$ cat config.mk
export PLATFORM = sky130hd
export DESIGN_NAME = battery_voltage_averager
export DESIGN_NICKNAME = d
export VERILOG_FILES = /design/src/hdl/bva_pkg.sv /design/src/hdl/bva_mem.sv /design/src/hdl/bva_div.sv /design/src/hdl/battery_voltage_averager.sv
export VERILOG_INCLUDE_DIRS = /design/src /design/src/hdl
export SDC_FILE = /design/constraint.sdc
export NUM_CORES = 2
export LEC_CHECK = 0
export BUFFER_PORTS_ARGS = -buffer_cell sky130_fd_sc_hd__buf_2
export CAP_MARGIN = 20
export CORE_MARGIN = 3
export CORE_UTILIZATION = 56
export CTS_BUF_LIST = sky130_fd_sc_hd__clkbuf_8
export CTS_CLUSTER_DIAMETER = 100
export DETAILED_ROUTE_END_ITERATION = 6
export HOLD_SLACK_MARGIN = 0.03
export PLACE_DENSITY = 0.82
export SLEW_MARGIN = 20
export SYNTH_ARGS = -nofsm -noshare
export SYNTH_HDL_FRONTEND = slang
export SYNTH_SLANG_ARGS = --single-unit
$ cat constraint.sdc
create_clock -name clk -period 17.3 [get_ports clk]
set_input_delay 5.19 -clock clk [delete_from_list [all_inputs] [get_ports clk]]
set_output_delay 5.19 -clock clk [all_outputs]
set_load 0.01 [all_outputs]
$ cat src/hdl/battery_voltage_averager_macros.svh
// Assertion macros shared by the battery voltage averager RTL.
`ifndef BATTERY_VOLTAGE_AVERAGER_MACROS_SVH
`define BATTERY_VOLTAGE_AVERAGER_MACROS_SVH

// Check a condition in the same cycle as its trigger.
`define BVA_ASSERT_NOW(label, trig, expr, msg) \
	label: assert property (@(posedge clk) disable iff (!arst_n) (trig) |-> (expr)) \
		else $error(msg);

// Check a condition in the cycle after its trigger.
`define BVA_ASSERT_NEXT(label, trig, expr, msg) \
	label: assert property (@(posedge clk) disable iff (!arst_n) (trig) |=> (expr)) \
		else $error(msg);

`endif

$ cat src/hdl/bva_pkg.sv
// Shared constants, register codes and divider interface types of the averager.
package bva_pkg;

	// Default parameter values
	localparam int SAMPLES_DEF    = 8;
	localparam int HIST_DEPTH_DEF = 10;
	localparam int ADC_BITS_DEF   = 12;

	// Field and datapath widths
	localparam int RAW_W      = 13;
	localparam int MAG_W      = 12;
	localparam int REF_W      = 12;
	localparam int GAIN_W     = 4;
	localparam int RES_W      = 14;
	localparam int TOT_W      = 15;
	localparam int MV_W       = 16;
	localparam int LVL_W      = 7;
	localparam int SUM_W      = 20;
	localparam int MUL_A_W    = 24;
	localparam int MUL_B_W    = 16;
	localparam int PROD_W     = 40;
	localparam int CONV_W     = 29;
	localparam int DIV_NW     = 32;
	localparam int DIV_DW     = 16;
	localparam int CFG_IDX_W  = 3;
	localparam int CFG_DATA_W = 16;

	// Register indexes
	localparam logic [CFG_IDX_W-1:0] REG_REF    = 3'd0;
	localparam logic [CFG_IDX_W-1:0] REG_GAIN   = 3'd1;
	localparam logic [CFG_IDX_W-1:0] REG_TOP    = 3'd2;
	localparam logic [CFG_IDX_W-1:0] REG_BOTTOM = 3'd3;
	localparam logic [CFG_IDX_W-1:0] REG_EMPTY  = 3'd4;
	localparam logic [CFG_IDX_W-1:0] REG_FULL   = 3'd5;

	// Register reset values
	localparam logic [REF_W-1:0]  REF_RST    = 12'd600;
	localparam logic [GAIN_W-1:0] GAIN_RST   = 4'd4;
	localparam logic [RES_W-1:0]  TOP_RST    = 14'd820;
	localparam logic [RES_W-1:0]  BOTTOM_RST = 14'd1000;
	localparam logic [MV_W-1:0]   EMPTY_RST  = 16'd3300;
	localparam logic [MV_W-1:0]   FULL_RST   = 16'd4200;

	// Saturation and clamp values
	localparam logic [MV_W-1:0]  MV_MAX  = 16'hFFFF;
	localparam logic [LVL_W-1:0] LVL_MAX = 7'd100;

	// Divider request and response
	typedef struct packed {
		logic              start;
		logic [DIV_NW-1:0] dividend;
		logic [DIV_DW-1:0] divisor;
	} div_req_t;

	typedef struct packed {
		logic              done;
		logic [DIV_NW-1:0] quotient;
	} div_rsp_t;

endpackage

$ cat src/hdl/bva_mem.sv
// History ring storage: one write port, one registered read port.
module bva_mem
	import bva_pkg::*;
#(
	parameter int DEPTH = HIST_DEPTH_DEF,
	localparam int AW   = (DEPTH > 1) ? $clog2(DEPTH) : 1
) (
	input  logic            clk,
	input  logic            we,
	input  logic [AW-1:0]   waddr,
	input  logic [MV_W-1:0] wdata,
	input  logic            re,
	input  logic [AW-1:0]   raddr,
	output logic [MV_W-1:0] rdata
);

	logic [MV_W-1:0] mem [DEPTH];

	// Write the new group average
	always_ff @(posedge clk) begin
		if (we) begin
			mem[waddr] <= wdata;
		end
	end

	// Register the read data
	always_ff @(posedge clk) begin
		if (re) begin
			rdata <= mem[raddr];
		end
	end

endmodule

$ cat src/hdl/bva_div.sv
// Restoring divider, one quotient bit per cycle.
module bva_div
	import bva_pkg::*;
(
	input  logic     clk,
	input  logic     arst_n,
	input  div_req_t req,
	output div_rsp_t rsp
);

	localparam int CNT_W = $clog2(DIV_NW + 1);

	logic              busy_q;
	logic              done_q;
	logic [CNT_W-1:0]  cnt_q;
	logic [DIV_NW-1:0] quo_q;
	logic [DIV_DW-1:0] rem_q;
	logic [DIV_DW-1:0] dvs_q;
	logic [DIV_DW:0]   trial;
	logic [DIV_DW:0]   diff;
	logic              fits;

	// Shift in the next dividend bit and try the subtraction
	always_comb begin
		trial = {rem_q, quo_q[DIV_NW-1]};
		diff  = trial - {1'b0, dvs_q};
		fits  = trial >= {1'b0, dvs_q};
	end

	// Sequence the steps and flag completion
	always_ff @(posedge clk or negedge arst_n) begin
		if (!arst_n) begin
			busy_q <= 1'b0;
			done_q <= 1'b0;
			cnt_q  <= '0;
		end else begin
			done_q <= 1'b0;
			if (req.start) begin
				busy_q <= 1'b1;
				cnt_q  <= CNT_W'(DIV_NW);
			end else if (busy_q) begin
				cnt_q <= cnt_q - 1'b1;
				if (cnt_q == CNT_W'(1)) begin
					busy_q <= 1'b0;
					done_q <= 1'b1;
				end
			end
		end
	end

	// Advance remainder and quotient
	always_ff @(posedge clk) begin
		if (req.start) begin
			quo_q <= req.dividend;
			rem_q <= '0;
			dvs_q <= req.divisor;
		end else if (busy_q) begin
			quo_q <= {quo_q[DIV_NW-2:0], fits};
			rem_q <= fits ? diff[DIV_DW-1:0] : trial[DIV_DW-1:0];
		end
	end

	assign rsp.done     = done_q;
	assign rsp.quotient = quo_q;

endmodule

$ cat src/hdl/battery_voltage_averager.sv
// Top level: sample conversion, group averaging and history averaging sequencer.
//
//  channel  direction  handshake               payload
//  input    in         in_valid / in_ready     raw_sample, read_error
//  output   out        out_valid / out_ready   avg_mv, tap_mv, level_percent
//  config   in         cfg_we                  cfg_index, cfg_data
//
// One item at a time. A sample with read_error set clears the group sum and count. Any other
// sample is converted and takes one pass of the shared bit-serial divider, skipped with a
// zero bottom resistor. A sample that completes a group adds one history memory read per
// stored entry and up to three more divides. A result waiting in the output register does
// not stop the next sample; only a second finished result waits. Reset clears the counters
// and restores the register defaults.
`include "battery_voltage_averager_macros.svh"

module battery_voltage_averager
	import bva_pkg::*;
#(
	parameter int SAMPLES_PER_READING = SAMPLES_DEF,
	parameter int HISTORY_DEPTH       = HIST_DEPTH_DEF,
	parameter int ADC_BITS            = ADC_BITS_DEF
) (
	input  logic                    clk,
	input  logic                    arst_n,
	input  logic                    in_valid,
	output logic                    in_ready,
	input  logic signed [RAW_W-1:0] raw_sample,
	input  logic                    read_error,
	output logic                    out_valid,
	input  logic                    out_ready,
	output logic [MV_W-1:0]         avg_mv,
	output logic [MV_W-1:0]         tap_mv,
	output logic [LVL_W-1:0]        level_percent,
	input  logic                    cfg_we,
	input  logic [CFG_IDX_W-1:0]    cfg_index,
	input  logic [CFG_DATA_W-1:0]   cfg_data
);

	localparam int CW = $clog2(SAMPLES_PER_READING + 1);
	localparam int AW = (HISTORY_DEPTH > 1) ? $clog2(HISTORY_DEPTH) : 1;
	localparam int FW = $clog2(HISTORY_DEPTH + 1);
	localparam logic [CONV_W-1:0] HALF_LSB = CONV_W'(1) << (ADC_BITS - 1);

	// Reciprocal of the group size, rounded up, exact for every group sum
	localparam int RECIP_SH = SUM_W + $clog2(SAMPLES_PER_READING);
	localparam int RCP_W    = SUM_W + 1;
	localparam longint unsigned RECIP_L =
		((64'd1 << RECIP_SH) + 64'(SAMPLES_PER_READING) - 64'd1) / 64'(SAMPLES_PER_READING);
	localparam logic [RCP_W-1:0] RECIP = RCP_W'(RECIP_L);

	typedef enum logic [18:0] {
		ST_IDLE  = 19'h00001,
		ST_MUL1  = 19'h00002,
		ST_MUL2  = 19'h00004,
		ST_SENSE = 19'h00008,
		ST_MUL3  = 19'h00010,
		ST_DBAT  = 19'h00020,
		ST_WBAT  = 19'h00040,
		ST_ACCUM = 19'h00080,
		ST_WAVG  = 19'h00100,
		ST_SUM   = 19'h00200,
		ST_DHIST = 19'h00400,
		ST_WHIST = 19'h00800,
		ST_MUL4  = 19'h01000,
		ST_DSNS  = 19'h02000,
		ST_WSNS  = 19'h04000,
		ST_LVL   = 19'h08000,
		ST_DLVL  = 19'h10000,
		ST_WLVL  = 19'h20000,
		ST_OUT   = 19'h40000
	} state_t;

	state_t state_q;

	// Configuration registers
	logic [REF_W-1:0]  ref_q;
	logic [GAIN_W-1:0] gain_q;
	logic [RES_W-1:0]  top_q;
	logic [RES_W-1:0]  bottom_q;
	logic [MV_W-1:0]   empty_q;
	logic [MV_W-1:0]   full_q;

	// Group and history control
	logic [SUM_W-1:0] group_sum_q;
	logic [CW-1:0]    group_count_q;
	logic [AW-1:0]    head_q;
	logic [FW-1:0]    fill_q;
	logic [FW-1:0]    rd_idx_q;
	logic             rd_vld_s1;
	logic             out_valid_q;

	// Datapath registers
	logic [MAG_W-1:0]  raw_q;
	logic [PROD_W-1:0] mul_q;
	logic [MV_W-1:0]   sense_q;
	logic [MV_W-1:0]   mv_q;
	logic [SUM_W-1:0]  close_sum_q;
	logic [SUM_W-1:0]  hist_sum_q;
	logic [MV_W-1:0]   sense_out_q;
	logic [LVL_W-1:0]  lvl_q;
	logic [MV_W-1:0]   avg_mv_q;
	logic [MV_W-1:0]   tap_mv_q;
	logic [LVL_W-1:0]  level_q;

	// Combinational helpers
	logic [TOT_W-1:0]       total;
	logic [CW-1:0]          cnt_nxt;
	logic [SUM_W-1:0]       sum_nxt;
	logic                   group_open;
	logic [CONV_W-1:0]      conv_sum;
	logic [CONV_W-1:0]      conv_shift;
	logic [MV_W-1:0]        sense_sat;
	logic [MUL_A_W-1:0]     mul_a;
	logic [MUL_B_W-1:0]     mul_b;
	logic [PROD_W-1:0]      mul_p;
	logic [SUM_W+RCP_W-1:0] avg_prod;
	logic [MV_W-1:0]        group_avg;
	logic                   rd_en;
	logic                   mem_we;
	logic [MV_W-1:0]        rd_data;
	logic                   out_load;
	logic                   sample_xfer;
	logic                   div_wait;
	div_req_t               div_req;
	div_rsp_t               div_rsp;

	assign total      = {1'b0, top_q} + {1'b0, bottom_q};
	assign cnt_nxt    = group_count_q + 1'b1;
	assign sum_nxt    = group_sum_q + SUM_W'(mv_q);
	assign group_open = cnt_nxt < CW'(SAMPLES_PER_READING);
	assign rd_en      = (state_q == ST_SUM) && (rd_idx_q != fill_q);
	assign mem_we     = state_q == ST_WAVG;
	assign out_load   = (state_q == ST_OUT) && (!out_valid_q || out_ready);
	assign sample_xfer = in_valid && in_ready && !read_error;
	assign div_wait   = (state_q == ST_WBAT) || (state_q == ST_WHIST) ||
		(state_q == ST_WSNS) || (state_q == ST_WLVL);

	// Average the closed group by reciprocal multiplication
	assign avg_prod  = close_sum_q * RECIP;
	assign group_avg = avg_prod[RECIP_SH +: MV_W];

	// Round and scale the ADC product to sense millivolts, saturate
	always_comb begin
		conv_sum   = {1'b0, mul_q[CONV_W-2:0]} + HALF_LSB;
		conv_shift = conv_sum >> ADC_BITS;
		sense_sat  = (|conv_shift[CONV_W-1:MV_W]) ? MV_MAX : conv_shift[MV_W-1:0];
	end

	// Select operands of the shared multiplier
	always_comb begin
		mul_a = '0;
		mul_b = '0;
		case (state_q)
			ST_MUL1: begin
				mul_a = MUL_A_W'(raw_q);
				mul_b = MUL_B_W'(ref_q);
			end
			ST_MUL2: begin
				mul_a = mul_q[MUL_A_W-1:0];
				mul_b = MUL_B_W'(gain_q);
			end
			ST_MUL3: begin
				mul_a = MUL_A_W'(sense_q);
				mul_b = MUL_B_W'(total);
			end
			ST_MUL4: begin
				mul_a = MUL_A_W'(mv_q);
				mul_b = MUL_B_W'(bottom_q);
			end
			ST_LVL: begin
				mul_a = MUL_A_W'(mv_q - empty_q);
				mul_b = MUL_B_W'(LVL_MAX);
			end
			default: begin
			end
		endcase
	end

	assign mul_p = mul_a * mul_b;

	// Issue divider requests
	always_comb begin
		div_req = '0;
		case (state_q)
			ST_DBAT: begin
				div_req.start    = bottom_q != '0;
				div_req.dividend = mul_q[DIV_NW-1:0] + DIV_NW'(bottom_q >> 1);
				div_req.divisor  = DIV_DW'(bottom_q);
			end
			ST_DHIST: begin
				div_req.start    = 1'b1;
				div_req.dividend = DIV_NW'(hist_sum_q);
				div_req.divisor  = DIV_DW'(fill_q);
			end
			ST_DSNS: begin
				div_req.start    = total != '0;
				div_req.dividend = mul_q[DIV_NW-1:0];
				div_req.divisor  = DIV_DW'(total);
			end
			ST_DLVL: begin
				div_req.start    = 1'b1;
				div_req.dividend = mul_q[DIV_NW-1:0];
				div_req.divisor  = full_q - empty_q;
			end
			default: begin
			end
		endcase
	end

	bva_div u_div (
		.clk    (clk),
		.arst_n (arst_n),
		.req    (div_req),
		.rsp    (div_rsp)
	);

	bva_mem #(
		.DEPTH (HISTORY_DEPTH)
	) u_mem (
		.clk   (clk),
		.we    (mem_we),
		.waddr (head_q),
		.wdata (group_avg),
		.re    (rd_en),
		.raddr (rd_idx_q[AW-1:0]),
		.rdata (rd_data)
	);

	// Sequence the item and hold the control state
	always_ff @(posedge clk or negedge arst_n) begin
		if (!arst_n) begin
			state_q       <= ST_IDLE;
			ref_q         <= REF_RST;
			gain_q        <= GAIN_RST;
			top_q         <= TOP_RST;
			bottom_q      <= BOTTOM_RST;
			empty_q       <= EMPTY_RST;
			full_q        <= FULL_RST;
			group_sum_q   <= '0;
			group_count_q <= '0;
			head_q        <= '0;
			fill_q        <= '0;
			rd_idx_q      <= '0;
			rd_vld_s1     <= 1'b0;
			out_valid_q   <= 1'b0;
		end else begin
			// Take configuration writes, drop unknown indexes
			if (cfg_we) begin
				case (cfg_index)
					REG_REF:    ref_q    <= cfg_data[REF_W-1:0];
					REG_GAIN:   gain_q   <= cfg_data[GAIN_W-1:0];
					REG_TOP:    top_q    <= cfg_data[RES_W-1:0];
					REG_BOTTOM: bottom_q <= cfg_data[RES_W-1:0];
					REG_EMPTY:  empty_q  <= cfg_data[MV_W-1:0];
					REG_FULL:   full_q   <= cfg_data[MV_W-1:0];
					default: begin
					end
				endcase
			end

			// Load a finished result, or drop it once its transfer completes
			if (out_load) begin
				out_valid_q <= 1'b1;
			end else if (out_valid_q && out_ready) begin
				out_valid_q <= 1'b0;
			end

			case (state_q)
				ST_IDLE: begin
					if (in_valid) begin
						if (read_error) begin
							group_sum_q   <= '0;
							group_count_q <= '0;
						end else begin
							state_q <= ST_MUL1;
						end
					end
				end
				ST_MUL1:  state_q <= ST_MUL2;
				ST_MUL2:  state_q <= ST_SENSE;
				ST_SENSE: state_q <= ST_MUL3;
				ST_MUL3:  state_q <= ST_DBAT;
				ST_DBAT: begin
					state_q <= (bottom_q == '0) ? ST_ACCUM : ST_WBAT;
				end
				ST_WBAT: begin
					if (div_rsp.done) begin
						state_q <= ST_ACCUM;
					end
				end
				ST_ACCUM: begin
					if (group_open) begin
						group_sum_q   <= sum_nxt;
						group_count_q <= cnt_nxt;
						state_q       <= ST_IDLE;
					end else begin
						group_sum_q   <= '0;
						group_count_q <= '0;
						state_q       <= ST_WAVG;
					end
				end
				ST_WAVG: begin
					head_q <= (head_q == AW'(HISTORY_DEPTH - 1)) ? '0 : head_q + 1'b1;
					if (fill_q < FW'(HISTORY_DEPTH)) begin
						fill_q <= fill_q + 1'b1;
					end
					rd_idx_q  <= '0;
					rd_vld_s1 <= 1'b0;
					state_q   <= ST_SUM;
				end
				ST_SUM: begin
					rd_vld_s1 <= rd_en;
					if (rd_en) begin
						rd_idx_q <= rd_idx_q + 1'b1;
					end
					if (!rd_en && !rd_vld_s1) begin
						state_q <= ST_DHIST;
					end
				end
				ST_DHIST: state_q <= ST_WHIST;
				ST_WHIST: begin
					if (div_rsp.done) begin
						state_q <= ST_MUL4;
					end
				end
				ST_MUL4: state_q <= ST_DSNS;
				ST_DSNS: begin
					state_q <= (total == '0) ? ST_LVL : ST_WSNS;
				end
				ST_WSNS: begin
					if (div_rsp.done) begin
						state_q <= ST_LVL;
					end
				end
				ST_LVL: begin
					if (mv_q <= empty_q || mv_q >= full_q) begin
						state_q <= ST_OUT;
					end else begin
						state_q <= ST_DLVL;
					end
				end
				ST_DLVL: state_q <= ST_WLVL;
				ST_WLVL: begin
					if (div_rsp.done) begin
						state_q <= ST_OUT;
					end
				end
				ST_OUT: begin
					if (out_load) begin
						state_q <= ST_IDLE;
					end
				end
				default: state_q <= ST_IDLE;
			endcase
		end
	end

	// Advance the datapath registers
	always_ff @(posedge clk) begin
		if (state_q == ST_MUL1 || state_q == ST_MUL2 || state_q == ST_MUL3 ||
				state_q == ST_MUL4 || state_q == ST_LVL) begin
			mul_q <= mul_p;
		end
		case (state_q)
			ST_IDLE: begin
				raw_q <= raw_sample[RAW_W-1] ? '0 : raw_sample[MAG_W-1:0];
			end
			ST_SENSE: sense_q <= sense_sat;
			ST_DBAT: begin
				if (bottom_q == '0) begin
					mv_q <= MV_MAX;
				end
			end
			ST_WBAT: begin
				if (div_rsp.done) begin
					mv_q <= (|div_rsp.quotient[DIV_NW-1:MV_W]) ? MV_MAX :
						div_rsp.quotient[MV_W-1:0];
				end
			end
			ST_ACCUM: close_sum_q <= sum_nxt;
			ST_WAVG: hist_sum_q <= '0;
			ST_SUM: begin
				if (rd_vld_s1) begin
					hist_sum_q <= hist_sum_q + SUM_W'(rd_data);
				end
			end
			ST_WHIST: begin
				if (div_rsp.done) begin
					mv_q <= div_rsp.quotient[MV_W-1:0];
				end
			end
			ST_DSNS: begin
				if (total == '0) begin
					sense_out_q <= '0;
				end
			end
			ST_WSNS: begin
				if (div_rsp.done) begin
					sense_out_q <= div_rsp.quotient[MV_W-1:0];
				end
			end
			ST_LVL: begin
				if (mv_q <= empty_q) begin
					lvl_q <= '0;
				end else if (mv_q >= full_q) begin
					lvl_q <= LVL_MAX;
				end
			end
			ST_WLVL: begin
				if (div_rsp.done) begin
					lvl_q <= div_rsp.quotient[LVL_W-1:0];
				end
			end
			ST_OUT: begin
				if (out_load) begin
					avg_mv_q <= mv_q;
					tap_mv_q <= sense_out_q;
					level_q  <= lvl_q;
				end
			end
			default: begin
			end
		endcase
	end

	assign in_ready      = state_q == ST_IDLE;
	assign out_valid     = out_valid_q;
	assign avg_mv        = avg_mv_q;
	assign tap_mv        = tap_mv_q;
	assign level_percent = level_q;

	// Assertions
	`BVA_ASSERT_NEXT(a_busy_after_sample, sample_xfer, !in_ready, "sample transfer did not start work")
	`BVA_ASSERT_NOW(a_head_in_range, mem_we, FW'(head_q) < FW'(HISTORY_DEPTH), "history write beyond ring")
	`BVA_ASSERT_NOW(a_fill_bound, 1'b1, fill_q <= FW'(HISTORY_DEPTH), "history fill exceeds depth")
	`BVA_ASSERT_NOW(a_read_written, rd_en, rd_idx_q < fill_q, "history read of an unwritten entry")
	`BVA_ASSERT_NOW(a_div_done_waited, div_rsp.done, div_wait, "divider finished outside a wait")

endmodule
==> reports/qor.yml <==
status:
  run_status: "complete, no violations"
synth:
  synthFlopType: "edfxtp_1"
  netlist-cell-type-count: 90
  ys_ff_latch: 553
  synth.area.top_cells: "edfxtp_1 32%, fa_1 14%, dfrtp_1 7.4%"
  yosysSeqAreaShare_pct: 41.9
  yosysWarnings: 0
  syn_inst: 3383
  avgSynthCellArea_sq_um: 11.1
  yosysMostFrequentCell: "edfxtp_1"
  synth-edff-count: 398
  async_flop_share_pct: 25.1
  netlist_top_cells_count: "398 x edfxtp_1, 360 x inv_1, 303 x nand2_1, 272 x fa_1, 251 x nor2_1"
  synth_top_area_share_pct: 31.7
  yosys.area.top_type: "edfxtp_1"
  netlist_area_sq_um: 37700
worst_setup_path:
  worstSetupPathType: "reg -> reg"
  r2r-start: "mv_q[1]"
  startpoint: "mv_q[1]"
  path_max_fanout: 36
  critPathSlowestCell: "edfxtp_1"
  cp_top_family: "adder cells"
  cp.depth: 33
  cp-start-kind: "flop"
  critPathMaxStageDelay_ps: 560
  worstPathRequired_ps: 17720
  r2r.worst_path.cells: 33
  crit_top_cell: "fa_1"
  cp.arrival_ps: 10030
  crit_buf_inv: 5
  crit_path_end_kind: "flop"
sta:
  min_period_over_period_pct: 55.5
  fmax_ghz: 0.104
  setup_viol: 0
  fin_hold_ws_ps: 418
  slew_headroom_pct: 26.8
  tns_ps: 0
  rsz0062_at_grt: "false"
  drv_slew: 0
  hold_viol_final: 0
  fin_skew_ps: 53.1
  setup_ws_ps: 7700
  layout_min_cycle_time_ps: 9600
  tightestPinTransition_ps: 1100
global_routing:
  grtUsageMet3_pct: 5.29
  grtUsageTotal_pct: 28.9
  grt_util_met2_pct: 46.0
  grt_use_met1_pct: 38.8
  grt_pass1_wl_mm: 157
  grt_max_degree: 89
  grt_pass1_vias: 27700
  grt-ovfl-total: 0
  busiest_layer: "met2"
  antenna_found_initial: 1
routing:
  wl_mm: 101
  ant_nets: 0
  drt_iter0_drc: 2726
  dr.pass1.iters: 6
  avgViaCountPerCell: 6.18
  vias: 27600
  wl_per_cell_um: 22.6
  drc: 0
die:
  die_area_sq_um: 70500
  core_area_sq_um: 66200
  rows: 94
  io_pins: 79
  die_x_um: 265
  die_y_um: 265
  start_util_pct: 56.9
power_and_ir_drop:
  switching_share_pct: 36.4
  cellLeakagePower_nw: 17.6
  p_comb_share_pct: 31.9
  seq_power_share_pct: 40.9
  peakVddDrop_v: 0.0000920
  power.total_w: 0.00418
  power_density_nw_per_um2: 101
  pwr-share-clk_pct: 27.2
  p_switching_w: 0.00152
  intPower_w: 0.00266
cells_and_area:
  nNetsFinal: 4037
  seq_area_sq_um: 15800
  area_growth_pct: 9.27
  nFillCells: 5033
  drive_gt1_share_pct: 13.0
  stdcell_count: 4470
  multi_input_area_sq_um: 20300
cts:
  h-tree-depth: 3
  ctsHoldBuffers: 0
  clock_sink_count: 553
  clockBufferDepth: 3
  cts_resized: 0
  cts_tree: "built"
  cts_made_buffers: 91
  clk_latency_ps: 730
  clk_pin_slew_worst_paths_ps: 70
  clockRootBuffer: "clkbuf_8"
  cts_setup_buffers: 0
place:
  hpwl_mm: 75.9
  portBuffers: 78
  gp_congestion: 0.999
  place_ws_ps: 7550
  place_inst: 4297
hold_path:
  hold_class: "reg -> reg"
  hp-start: "lvl_q[1]"
  min_path_cells: 0
job:
  drv_cap: 0
[flip-flops by register name (all words and copies together) (netlist names), 19 cells and up]
register and cells:
mul_q 32, group_sum_q 19, hist_sum_q 20, u_div.quo_q 32, u_mem.mem 160, state_q 19
[cell families after synthesis]
family          share of synthesized area (%)
simple gates                             12.3
compound gates                           11.0
flops                                    41.9
buf+inv                                  5.07
fa+ha+maj                                21.1
mux                                      5.61
xor+xnor                                 3.09
other cells                            0.0199
[area by class of cell]
cell class	count	area share, %
diodes	2	0.0122
clock buffers	102	3.41
clock inverters	67	1.01
inverters	362	3.31
multi-input cells	2382	49.2
flip-flops and latches	553	38.3
well taps	864	2.62
repair buffers	138	2.11
[through the flow]
step	util, %	cell area, sq um
2_1_floorplan	-	37900
6_report	62.2	41200
4_1_cts	62.1	41100
5_1_grt	62.2	41200
3_5_place_dp	59.4	39300
3_3_place_gp	59.3	39300
[final timing paths]
| kind | to | slack (ps) |
|---|---|---|
| min in group asynchronous | head_q[3] | 4520 |
| min reg2reg | level_percent[1] | 420 |
| max | mul_q[30] | 7700 |
| max reg2reg | mul_q[30] | 7700 |
| max in group asynchronous | ref_q[5] | 11410 |
| min | level_percent[1] | 420 |
[power groups by stage]
stage	registers, W	clock network [W]	logic [W]
2_1_floorplan	0.00165	0	0.000960
3_3_place_gp	0.00172	0	0.00126
3_5_place_dp	0.00173	0	0.00130
4_1_cts	0.00170	0.00115	0.00131
5_1_grt	0.00172	0.00121	0.00147
6_report	0.00171	0.00114	0.00133
[cell usage in the layout (no fill, tap or decap), types with 15 or more instances in the layout]
| master | n |
|---|---|
| xnor2_1 | 73 |
| nand2b_1 | 37 |
| dfstp_2 | 27 |
| a22o_1 | 17 |
| mux2i_1 | 31 |
| a22oi_1 | 38 |
| a211o_1 | 15 |
| mux2_4 | 22 |
| nor2_1 | 250 |
| fa_1 | 272 |
| a21oi_1 | 129 |
| dfxtp_1 | 16 |
| inv_1 | 390 |
| xor2_1 | 60 |
| and2_1 | 36 |
| a31oi_1 | 21 |
| nor4_1 | 15 |
| nand4_1 | 27 |
| or3_1 | 28 |
| mux4_2 | 32 |
| nand2_1 | 303 |
| ha_1 | 199 |
| buf_2 | 77 |
| edfxtp_1 | 398 |
| nor3_1 | 47 |
| a211oi_1 | 38 |
| o21ai_0 | 143 |
| dfrtp_1 | 111 |
| clkbuf_8 | 102 |
| and3_1 | 24 |
| mux2_2 | 67 |
| buf_4 | 57 |
| a21o_1 | 61 |
| nand3_1 | 64 |
| nor2b_1 | 57 |
| or2_2 | 18 |
| o21a_1 | 17 |
| conb_1 | 44 |
[worst register-to-register path: cells and delay by family (launching register included)]
family                   cells  cell delay [ps]
AND/OR/NAND/NOR              4             1000
buffers and inverters        5              590
flip-flops                   1              560
AO/OA/AOI/OAI               15             3320
adder cells (fa/ha/maj)      8             3730
XOR/XNOR                     1              150
[layer usage]
| metal | up-vias | routed length [um] | part of all wire, % |
|---|---|---|---|
| met4 | 0 | 5100 | 5.0 |
| met1 | 13700 | 39600 | 39 |
| met5 | - | 0 | 0 |
| met2 | 1455 | 47100 | 47 |
| met3 | 304 | 9390 | 9.3 |
| li1 | 12100 | - | - |
No activity file was read; power rests on OpenSTA's default activity.
